[src/rtl/core/varying_register_packer_assert.svh]
// Assertion helpers for the packer RTL, included by the controller.
// Both expect clk and rst_n in scope.
`ifndef VARYING_REGISTER_PACKER_ASSERT_SVH
`define VARYING_REGISTER_PACKER_ASSERT_SVH

// Same-cycle implication.
`define VRP_ASSERT_NOW(label, ante, cons, msg) \
    label: assert property (@(posedge clk) disable iff (!rst_n) (ante) |-> (cons)) \
        else $error(msg);

// Next-cycle implication.
`define VRP_ASSERT_NEXT(label, ante, cons, msg) \
    label: assert property (@(posedge clk) disable iff (!rst_n) (ante) |=> (cons)) \
        else $error(msg);

`endif

[src/rtl/core/vrp_pkg.sv]
package vrp_pkg;

    localparam int GRID_ROWS = 32;
    localparam int COLS      = 4;
    localparam int ROW_W     = $clog2(GRID_ROWS);
    localparam int CNT_W     = ROW_W + 1;
    localparam int LEN_W     = 6;
    localparam int WID_W     = 3;
    localparam int STAT_W    = 2;
    localparam int SROW_W    = 6;
    localparam int SCOL_W    = 2;
    localparam int USED_W    = 7;

    localparam logic [STAT_W-1:0] STATUS_OK        = 2'd0;
    localparam logic [STAT_W-1:0] STATUS_NO_SPACE  = 2'd1;
    localparam logic [STAT_W-1:0] STATUS_BAD_WIDTH = 2'd2;

    localparam logic KIND_CLEAR = 1'b0;

    localparam logic [COLS-1:0] MASK_UPPER_PAIR = 4'b1100;
    localparam logic [SCOL_W-1:0] COL_UPPER_PAIR = 2'd2;

    typedef struct packed {
        logic             kind;
        logic [LEN_W-1:0] row_count;
        logic [WID_W-1:0] col_width;
    } request_t;

    typedef struct packed {
        logic [STAT_W-1:0] status;
        logic [SROW_W-1:0] start_row;
        logic [SCOL_W-1:0] start_col;
        logic [USED_W-1:0] used_rows;
    } result_t;

    typedef enum logic [3:0] {
        OP_NONE,
        OP_LOAD,
        OP_CLEAR,
        OP_UP_INIT,
        OP_UP_STEP,
        OP_DOWN_STEP,
        OP_SEEK_INIT,
        OP_SEEK_STEP,
        OP_MARK
    } op_t;

    typedef struct packed {
        op_t  op;
        logic set_nospace;
        logic set_bad;
    } cmd_t;

    typedef struct packed {
        logic is_clear;
        logic w_bad;
        logic w_one;
        logic w_two;
        logic n_zero;
        logic fit;
        logic free_cell;
        logic window_hit;
        logic last_row;
        logic first_row;
        logic mark_last;
    } stat_t;

endpackage

[src/rtl/core/vrp_dpath.sv]
module vrp_dpath
    import vrp_pkg::*;
(
    input  logic     clk,
    input  logic     rst_n,
    input  request_t request,
    input  cmd_t     cmd,
    output stat_t    stat,
    output result_t  result
);

    request_t          req_reg;
    logic [COLS-1:0]   grid_reg [GRID_ROWS];
    logic [CNT_W-1:0]  free_reg [COLS];
    logic [CNT_W-1:0]  used_reg;
    logic [ROW_W-1:0]  row_reg;
    logic [CNT_W-1:0]  run_reg;
    logic [LEN_W-1:0]  left_reg;
    logic [COLS-1:0]   mask_reg;
    logic [ROW_W-1:0]  srow_reg;
    logic [SCOL_W-1:0] scol_reg;
    logic [STAT_W-1:0] status_reg;

    logic [COLS-1:0]   cur_row;
    logic [COLS-1:0]   width_mask;
    logic [USED_W-1:0] n_ext;
    logic [USED_W-1:0] run_inc;
    logic [CNT_W-1:0]  run_next;
    logic [SCOL_W-1:0] cand;
    logic              free_cell;
    logic              last_row;

    assign cur_row   = grid_reg[row_reg];
    assign free_cell = (cur_row & mask_reg) == '0;
    assign n_ext     = USED_W'(req_reg.row_count);
    assign run_inc   = USED_W'(run_reg) + USED_W'(1);
    assign run_next  = free_cell ? CNT_W'(run_inc) : '0;
    assign last_row  = row_reg == ROW_W'(GRID_ROWS - 1);

    always_comb
    begin
        case (req_reg.col_width)
            3'd2:    width_mask = 4'b0011;
            3'd3:    width_mask = 4'b0111;
            3'd4:    width_mask = 4'b1111;
            default: width_mask = 4'b0000;
        endcase
    end

    // Width-1 column pick: a later column wins only if it fits and is strictly fuller.
    always_comb
    begin
        cand = '0;
        for (int x = 1; x < COLS; x++)
        begin
            if (USED_W'(free_reg[x]) >= n_ext && free_reg[x] < free_reg[cand])
                cand = SCOL_W'(x);
        end
    end

    always_comb
    begin
        stat.is_clear   = req_reg.kind == KIND_CLEAR;
        stat.w_one      = req_reg.col_width == 3'd1;
        stat.w_two      = req_reg.col_width == 3'd2;
        stat.w_bad      = !stat.w_one && width_mask == '0;
        stat.n_zero     = req_reg.row_count == '0;
        stat.fit        = USED_W'(free_reg[cand]) >= n_ext;
        stat.free_cell  = free_cell;
        stat.window_hit = free_cell && run_inc == n_ext;
        stat.last_row   = last_row;
        stat.first_row  = row_reg == '0;
        stat.mark_last  = left_reg == LEN_W'(1) || last_row;
    end

    always_ff @(posedge clk or negedge rst_n)
    begin
        if (!rst_n)
        begin
            req_reg    <= '0;
            for (int r = 0; r < GRID_ROWS; r++)
                grid_reg[r] <= '0;
            for (int c = 0; c < COLS; c++)
                free_reg[c] <= CNT_W'(GRID_ROWS);
            used_reg   <= '0;
            row_reg    <= '0;
            run_reg    <= '0;
            left_reg   <= '0;
            mask_reg   <= '0;
            srow_reg   <= '0;
            scol_reg   <= '0;
            status_reg <= STATUS_OK;
        end
        else
        begin
            case (cmd.op)
                OP_LOAD:
                begin
                    req_reg    <= request;
                    status_reg <= STATUS_OK;
                    srow_reg   <= '0;
                    scol_reg   <= '0;
                end
                OP_CLEAR:
                begin
                    for (int r = 0; r < GRID_ROWS; r++)
                        grid_reg[r] <= '0;
                    for (int c = 0; c < COLS; c++)
                        free_reg[c] <= CNT_W'(GRID_ROWS);
                    used_reg <= '0;
                end
                OP_UP_INIT:
                begin
                    row_reg  <= '0;
                    run_reg  <= '0;
                    mask_reg <= width_mask;
                end
                OP_UP_STEP:
                begin
                    if (stat.window_hit)
                    begin
                        srow_reg <= row_reg - run_reg[ROW_W-1:0];
                        row_reg  <= row_reg - run_reg[ROW_W-1:0];
                        left_reg <= req_reg.row_count;
                    end
                    else if (last_row)
                    begin
                        // fall back to columns 2-3, scanning down from the last row
                        run_reg  <= '0;
                        mask_reg <= MASK_UPPER_PAIR;
                    end
                    else
                    begin
                        row_reg <= row_reg + ROW_W'(1);
                        run_reg <= run_next;
                    end
                end
                OP_DOWN_STEP:
                begin
                    if (stat.window_hit)
                    begin
                        srow_reg <= row_reg;
                        scol_reg <= COL_UPPER_PAIR;
                        left_reg <= req_reg.row_count;
                    end
                    else
                    begin
                        row_reg <= row_reg - ROW_W'(1);
                        run_reg <= run_next;
                    end
                end
                OP_SEEK_INIT:
                begin
                    row_reg  <= '0;
                    mask_reg <= COLS'(1) << cand;
                    scol_reg <= cand;
                end
                OP_SEEK_STEP:
                begin
                    if (free_cell)
                    begin
                        srow_reg <= row_reg;
                        left_reg <= req_reg.row_count;
                    end
                    else
                        row_reg <= row_reg + ROW_W'(1);
                end
                OP_MARK:
                begin
                    grid_reg[row_reg] <= cur_row | mask_reg;
                    if (cur_row == '0)
                        used_reg <= used_reg + CNT_W'(1);
                    for (int c = 0; c < COLS; c++)
                    begin
                        if (mask_reg[c] && !cur_row[c])
                            free_reg[c] <= free_reg[c] - CNT_W'(1);
                    end
                    row_reg  <= row_reg + ROW_W'(1);
                    left_reg <= left_reg - LEN_W'(1);
                end
                default:
                begin
                end
            endcase

            if (cmd.set_nospace)
            begin
                status_reg <= STATUS_NO_SPACE;
                srow_reg   <= '0;
                scol_reg   <= '0;
            end
            if (cmd.set_bad)
            begin
                status_reg <= STATUS_BAD_WIDTH;
                srow_reg   <= '0;
                scol_reg   <= '0;
            end
        end
    end

    assign result.status    = status_reg;
    assign result.start_row = SROW_W'(srow_reg);
    assign result.start_col = scol_reg;
    assign result.used_rows = USED_W'(used_reg);

endmodule

[src/rtl/core/vrp_ctrl.sv]
module vrp_ctrl
    import vrp_pkg::*;
(
    input  logic  clk,
    input  logic  rst_n,
    input  logic  start,
    input  stat_t stat,
    output cmd_t  cmd,
    output logic  busy,
    output logic  done
);

    `include "varying_register_packer_assert.svh"

    typedef enum logic [2:0] {
        ST_IDLE,
        ST_DECODE,
        ST_UP,
        ST_DOWN,
        ST_SEEK,
        ST_MARK,
        ST_DONE
    } state_t;

    state_t state_reg;
    state_t state_next;
    logic   busy_reg;
    logic   done_reg;
    logic   accept;

    assign accept = start && !busy_reg;

    always_comb
    begin
        state_next      = state_reg;
        cmd.op          = OP_NONE;
        cmd.set_nospace = 1'b0;
        cmd.set_bad     = 1'b0;
        case (state_reg)
            ST_IDLE:
            begin
                if (accept)
                begin
                    cmd.op     = OP_LOAD;
                    state_next = ST_DECODE;
                end
            end
            ST_DECODE:
            begin
                state_next = ST_DONE;
                if (stat.is_clear)
                    cmd.op = OP_CLEAR;
                else if (stat.w_bad)
                    cmd.set_bad = 1'b1;
                else if (stat.w_one)
                begin
                    if (stat.fit)
                    begin
                        cmd.op     = OP_SEEK_INIT;
                        state_next = ST_SEEK;
                    end
                    else
                        cmd.set_nospace = 1'b1;
                end
                else if (!stat.n_zero)
                begin
                    cmd.op     = OP_UP_INIT;
                    state_next = ST_UP;
                end
            end
            ST_UP:
            begin
                cmd.op = OP_UP_STEP;
                if (stat.window_hit)
                    state_next = ST_MARK;
                else if (stat.last_row)
                begin
                    if (stat.w_two)
                        state_next = ST_DOWN;
                    else
                    begin
                        cmd.set_nospace = 1'b1;
                        state_next      = ST_DONE;
                    end
                end
            end
            ST_DOWN:
            begin
                cmd.op = OP_DOWN_STEP;
                if (stat.window_hit)
                    state_next = ST_MARK;
                else if (stat.first_row)
                begin
                    cmd.set_nospace = 1'b1;
                    state_next      = ST_DONE;
                end
            end
            ST_SEEK:
            begin
                cmd.op = OP_SEEK_STEP;
                if (stat.free_cell)
                    state_next = stat.n_zero ? ST_DONE : ST_MARK;
                else if (stat.last_row)
                    state_next = ST_DONE;   // column full, zero rows asked
            end
            ST_MARK:
            begin
                cmd.op = OP_MARK;
                if (stat.mark_last)
                    state_next = ST_DONE;
            end
            ST_DONE:
            begin
                state_next = ST_IDLE;
            end
            default:
            begin
                state_next = ST_IDLE;
            end
        endcase
    end

    always_ff @(posedge clk or negedge rst_n)
    begin
        if (!rst_n)
        begin
            state_reg <= ST_IDLE;
            busy_reg  <= 1'b0;
            done_reg  <= 1'b0;
        end
        else
        begin
            state_reg <= state_next;
            busy_reg  <= state_next != ST_IDLE;
            done_reg  <= state_next == ST_DONE;
        end
    end

    assign busy = busy_reg;
    assign done = done_reg;

    `VRP_ASSERT_NOW(a_done_while_busy, done, busy, "done strobe outside a busy period")
    `VRP_ASSERT_NEXT(a_done_single, done, !done, "done held longer than one cycle")
    `VRP_ASSERT_NEXT(a_done_releases, done, !busy, "busy not released after done")
    `VRP_ASSERT_NEXT(a_accept_busy, accept, busy && !done, "accepted item not marked busy")

endmodule

[src/rtl/core/varying_register_packer.sv]
// Varying register packer: GRID_ROWS x 4 occupancy grid, one request at a time.
// Timing: a clear or a rejected request goes from accept through decode to done;
// a placement also scans rows (up, then down for width 2) or seeks a column, and
// marks one row per cycle. Throughput: the next start is taken the cycle after done.
// Busy holds off a new request until the current one has finished.
// Reset (rst_n low, async): grid empty, idle, no result pending; results cannot stall.
module varying_register_packer
    import vrp_pkg::*;
(
    input  logic     clk,
    input  logic     rst_n,
    input  logic     start,
    input  request_t request,
    output logic     busy,
    output logic     done,
    output result_t  result
);

    // Controller sequences decode, scan, seek and mark phases; the datapath
    // holds the grid, per-column free counts, the used-row count and the
    // result registers, and reports hit/boundary status back each cycle.
    cmd_t  cmd;
    stat_t stat;

    vrp_ctrl u_ctrl (
        .clk   (clk),
        .rst_n (rst_n),
        .start (start),
        .stat  (stat),
        .cmd   (cmd),
        .busy  (busy),
        .done  (done)
    );

    // result stays stable from done until the next accepted item
    vrp_dpath u_dpath (
        .clk     (clk),
        .rst_n   (rst_n),
        .request (request),
        .cmd     (cmd),
        .stat    (stat),
        .result  (result)
    );

endmodule
[config.mk]
export PLATFORM = sky130hd
export DESIGN_NAME = varying_register_packer
export DESIGN_NICKNAME = d
export VERILOG_FILES = /design/src/rtl/core/vrp_pkg.sv /design/src/rtl/core/vrp_dpath.sv /design/src/rtl/core/vrp_ctrl.sv /design/src/rtl/core/varying_register_packer.sv
export VERILOG_INCLUDE_DIRS = /design/src /design/src/rtl/core
export SDC_FILE = /design/constraint.sdc
export NUM_CORES = 1
export LEC_CHECK = 0
export BUFFER_PORTS_ARGS = -buffer_cell sky130_fd_sc_hd__clkbuf_2
export CAP_MARGIN = 20
export CORE_MARGIN = 1
export CORE_UTILIZATION = 63
export CTS_CLUSTER_DIAMETER = 150
export DETAILED_ROUTE_END_ITERATION = 8
export HOLD_SLACK_MARGIN = 0.12
export PLACE_DENSITY_LB_ADDON = 0.08
export REMOVE_ABC_BUFFERS = 1
export SETUP_SLACK_MARGIN = 0.15
export SYNTH_ARGS = -nofsm -noshare
export SYNTH_HDL_FRONTEND = slang
export SYNTH_SLANG_ARGS = --single-unit
export TNS_END_PERCENT = 50
[constraint.sdc]
create_clock -name clk -period 9.1 [get_ports clk]
set_input_delay 1.365 -clock clk [delete_from_list [all_inputs] [get_ports clk]]
set_output_delay 1.365 -clock clk [all_outputs]
set_load 0.01 [all_outputs]
==> flow_metrics.py <==
metrics = {
    "cts": {
        "cts_resized": 0,
        "postCtsSetupBuffers": 0,
        "clockBufferDepth": 3,
        "clk_latency_ns": 0.51,
        "clock-sinks": 203,
        "clk_transition_reported_paths_ns": 0.06,
        "hold_buffers": 0,
        "cts_tree": "done",
        "cts.htree.levels": 1,
        "cts_made_buffers": 23,
        "root_buffer": "clkbuf_16",
    },
    "logic_synthesis": {
        "synth-seq-area-share_pct": 42.6,
        "synthDistinctLibCells": 75,
        "syn-cell-area_um2": 11900,
        "async_reset_ff_share_pct": 100,
        "synth-warning-count": 0,
        "synth_edf_count": 0,
        "ys.flop_type": "dfrtp_1",
        "ys_seq_elements": 203,
        "syn_inst": 1250,
        "synth.avg_cell_area_um2": 9.55,
    },
    "detailed_routing": {
        "route.vias.total": 9624,
        "dr.pass1.iters": 5,
        "wl_per_cell_um": 20.8,
        "ant_nets": 0,
        "wl_um": 31100,
        "drt-initial-drc-count": 1044,
        "routed_via_density": 6.43,
        "drc": 0,
    },
    "timing": {
        "relSlewSlack_pct": 27.3,
        "rsz0062_at_grt": "false",
        "tightest_slew_ns": 1.09,
        "finClkSkew_ns": 0.0189,
        "tns_ns": 0,
        "postLayoutSetupSlackWorst_ns": 0.840,
        "period_share_pct": 90.8,
        "slew_viol_final": 0,
        "finalCriticalPeriod_ns": 8.26,
        "finalSetupViolCount": 0,
        "clock.fmax_ghz": 0.121,
        "hold_viol_final": 0,
        "fin_hold_ws_ns": 0.496,
    },
    "final_layout": {
        "largest_reg_flops": 128,
        "final_nets": 1327,
        "n_fill_cell": 1477,
        "layoutNonFillerInstCount": 1496,
        "final_common_cell": "dfrtp_1",
        "layout_common_cells": "198 x dfrtp_1, 157 x nand2_1, 144 x mux2i_1, 105 x o21ai_0, 86 x nand3_1",
        "antenna-diode-count": 0,
        "drive_above_1_share_pct": 8.76,
        "layout-area-overhead-vs-synth_pct": 7.59,
    },
    "setup_path": {
        "required_ns": 9.50,
        "r2r_start": "u_dpath.n_ext[0]$_DFFE_PN0P_",
        "arrival_ns": 8.66,
        "start_kind": "flop",
        "cpPeakStageDelay_ns": 0.59,
        "worstReg2RegEnd": "u_dpath.row_reg[3]$_DFFE_PN0P_",
        "cpMaxStageDelayCell": "a2111oi_0",
        "crit_path_frequent_cell": "a21o_1",
        "r2r_cells": 30,
        "setup.worst_path.class": "reg2reg",
        "setup.worst_path.end_class": "flop",
        "ff2ff_setup_slack_ns": 0.84,
        "crit_fanout": 9,
    },
    "die": {
        "start_util_pct": 65.3,
        "boundaryPins": 32,
        "rows": 49,
        "die_y_um": 140,
        "dieWidth_um": 140,
        "dieArea_um2": 19500,
        "core_area_um2": 18300,
    },
    "placement": {
        "gp_congestion": 0.963,
        "place_inst": 1459,
        "place_ws_ns": 0.679,
        "io_buffers": 29,
        "hpwl_um": 21300,
    },
    "global_route": {
        "grt_usage_pct": 32.8,
        "grt_pass1_wl_um": 50500,
        "grt_pass1_vias": 9236,
        "grt_max_degree": 86,
        "grt-ovfl-total": 0,
        "antenna_found_initial": 0,
    },
    "outcome": {
        "outcome": "finished, final reports clean",
    },
    "pwr": {
        "powerDensity_nw_per_um2": 349,
        "p_total_mw": 4.48,
        "ir_drop_mv": 0.285,
        "leakage_nw": 5.81,
    },
    "flow_run": {
        "max_cap_viol_count": 0,
    },
    "worst_hold_path": {
        "hold_depth": 2,
        "hp-class": "reg2reg",
        "hp-start": "u_dpath.grid_reg[85]$_DFFE_PN0P_",
        "min_to": "u_dpath.grid_reg[85]$_DFFE_PN0P_",
    },
}
-- per-stage QoR --
step                      instance area, um^2  utilization (%)
after floorplan                         11600                -
after global placement                  12100             66.4
after detailed placement                12100             66.4
after CTS                               12800             70.2
after global routing                    12800             70.3
final                                   12800             70.3
-- critical path, delay by kind of cell, from the launching register on --
kind	cells	cell delay [ns]
AOI/OAI and AO/OA	19	4.99
DFF	1	0.51
adders and majority gates	4	1.21
muxes	3	0.76
and+or+nand+nor	4	0.71
-- final cells by class --
class,count,area [um^2],share of cell area [%]
timing repair buffer,44,267,2.08
tap,229,287,2.23
clock inverter,3,43.8,0.341
inverter,51,191,1.49
clock buffer,33,643,5.01
sequential,203,5090,39.6
multi-input combinational,933,6320,49.2
-- where the power goes --
| group | leakage, nW | internal, mW | switching, mW |
|---|---|---|---|
| logic | 2.73 | 0.860 | 1.39 |
| registers | 2.74 | 1.10 | 0.257 |
| clock network | 0.336 | 0.514 | 0.360 |
-- routing by layer --
layer	track usage (%)	routed length, um
met2	48.4	13400
met4	7.58	719
met3	7.33	2500
met1	49.3	14500
met5	0	0
-- cells by family (layout without fill, tap and decap cells) --
family | count (synthesis) | after routing | synth area share [%]
AND/OR/NAND/NOR | 421 | 421 | 17.4
AO/OA/AOI/OAI | 267 | 267 | 13.9
flip-flops | 203 | 203 | 42.6
multiplexers | 148 | 148 | 12.5
buffers and inverters | 115 | 131 | 4.69
adder cells (fa/ha/maj) | 58 | 58 | 6.15
XOR/XNOR | 37 | 37 | 2.72
other | 1 | 2 | 0.0314
-- worst max path at each step --
stage                                  from  cells after the start                              to  slack [ns]
6_report       u_dpath.n_ext[0]$_DFFE_PN0P_                     30  u_dpath.row_reg[3]$_DFFE_PN0P_        0.84
5_1_grt        u_dpath.n_ext[0]$_DFFE_PN0P_                     30  u_dpath.row_reg[3]$_DFFE_PN0P_        0.17
4_1_cts        u_dpath.n_ext[0]$_DFFE_PN0P_                     30  u_dpath.row_reg[3]$_DFFE_PN0P_        0.63
3_5_place_dp   u_dpath.n_ext[0]$_DFFE_PN0P_                     30  u_dpath.row_reg[3]$_DFFE_PN0P_        0.68
3_3_place_gp   u_dpath.n_ext[0]$_DFFE_PN0P_                     30  u_dpath.row_reg[3]$_DFFE_PN0P_        0.87
2_1_floorplan  u_dpath.n_ext[0]$_DFFE_PN0P_                     30  u_dpath.row_reg[3]$_DFFE_PN0P_        1.62
-- cell usage after synthesis, types with 4 or more instances --
| master | number | area, um^2 |
|---|---|---|
| nand4_1 | 9 | 56.3 |
| nor4_1 | 10 | 62.6 |
| a211oi_1 | 8 | 60.1 |
| mux2i_1 | 144 | 1440 |
| o21ai_0 | 105 | 526 |
| o21a_1 | 4 | 30.0 |
| nor2b_1 | 4 | 25.0 |
| inv_1 | 51 | 191 |
| nor2_1 | 77 | 289 |
| buf_6 | 14 | 158 |
| and4_1 | 4 | 35.0 |
| nand3_1 | 86 | 430 |
| or4b_1 | 4 | 40.0 |
| nor4_2 | 7 | 87.6 |
| and3_1 | 10 | 62.6 |
| o21ai_1 | 7 | 35.0 |
| o211ai_1 | 6 | 45.0 |
| ha_1 | 57 | 713 |
| a22oi_1 | 6 | 45.0 |
| dfrtp_1 | 199 | 4980 |
| nand2_1 | 157 | 589 |
| xor2_1 | 13 | 114 |
| and2_1 | 5 | 31.3 |
| o22ai_1 | 40 | 250 |
| mux2_2 | 4 | 45.0 |
| a21o_1 | 18 | 135 |
| nand2b_1 | 7 | 43.8 |
| dfstp_2 | 4 | 105 |
| a21oi_1 | 29 | 145 |
| nand4bb_1 | 4 | 45.0 |
| clkbuf_1 | 44 | 165 |
| nor3_1 | 15 | 75.1 |
| xnor2_1 | 24 | 210 |
Power figures use the tool's default switching activity.
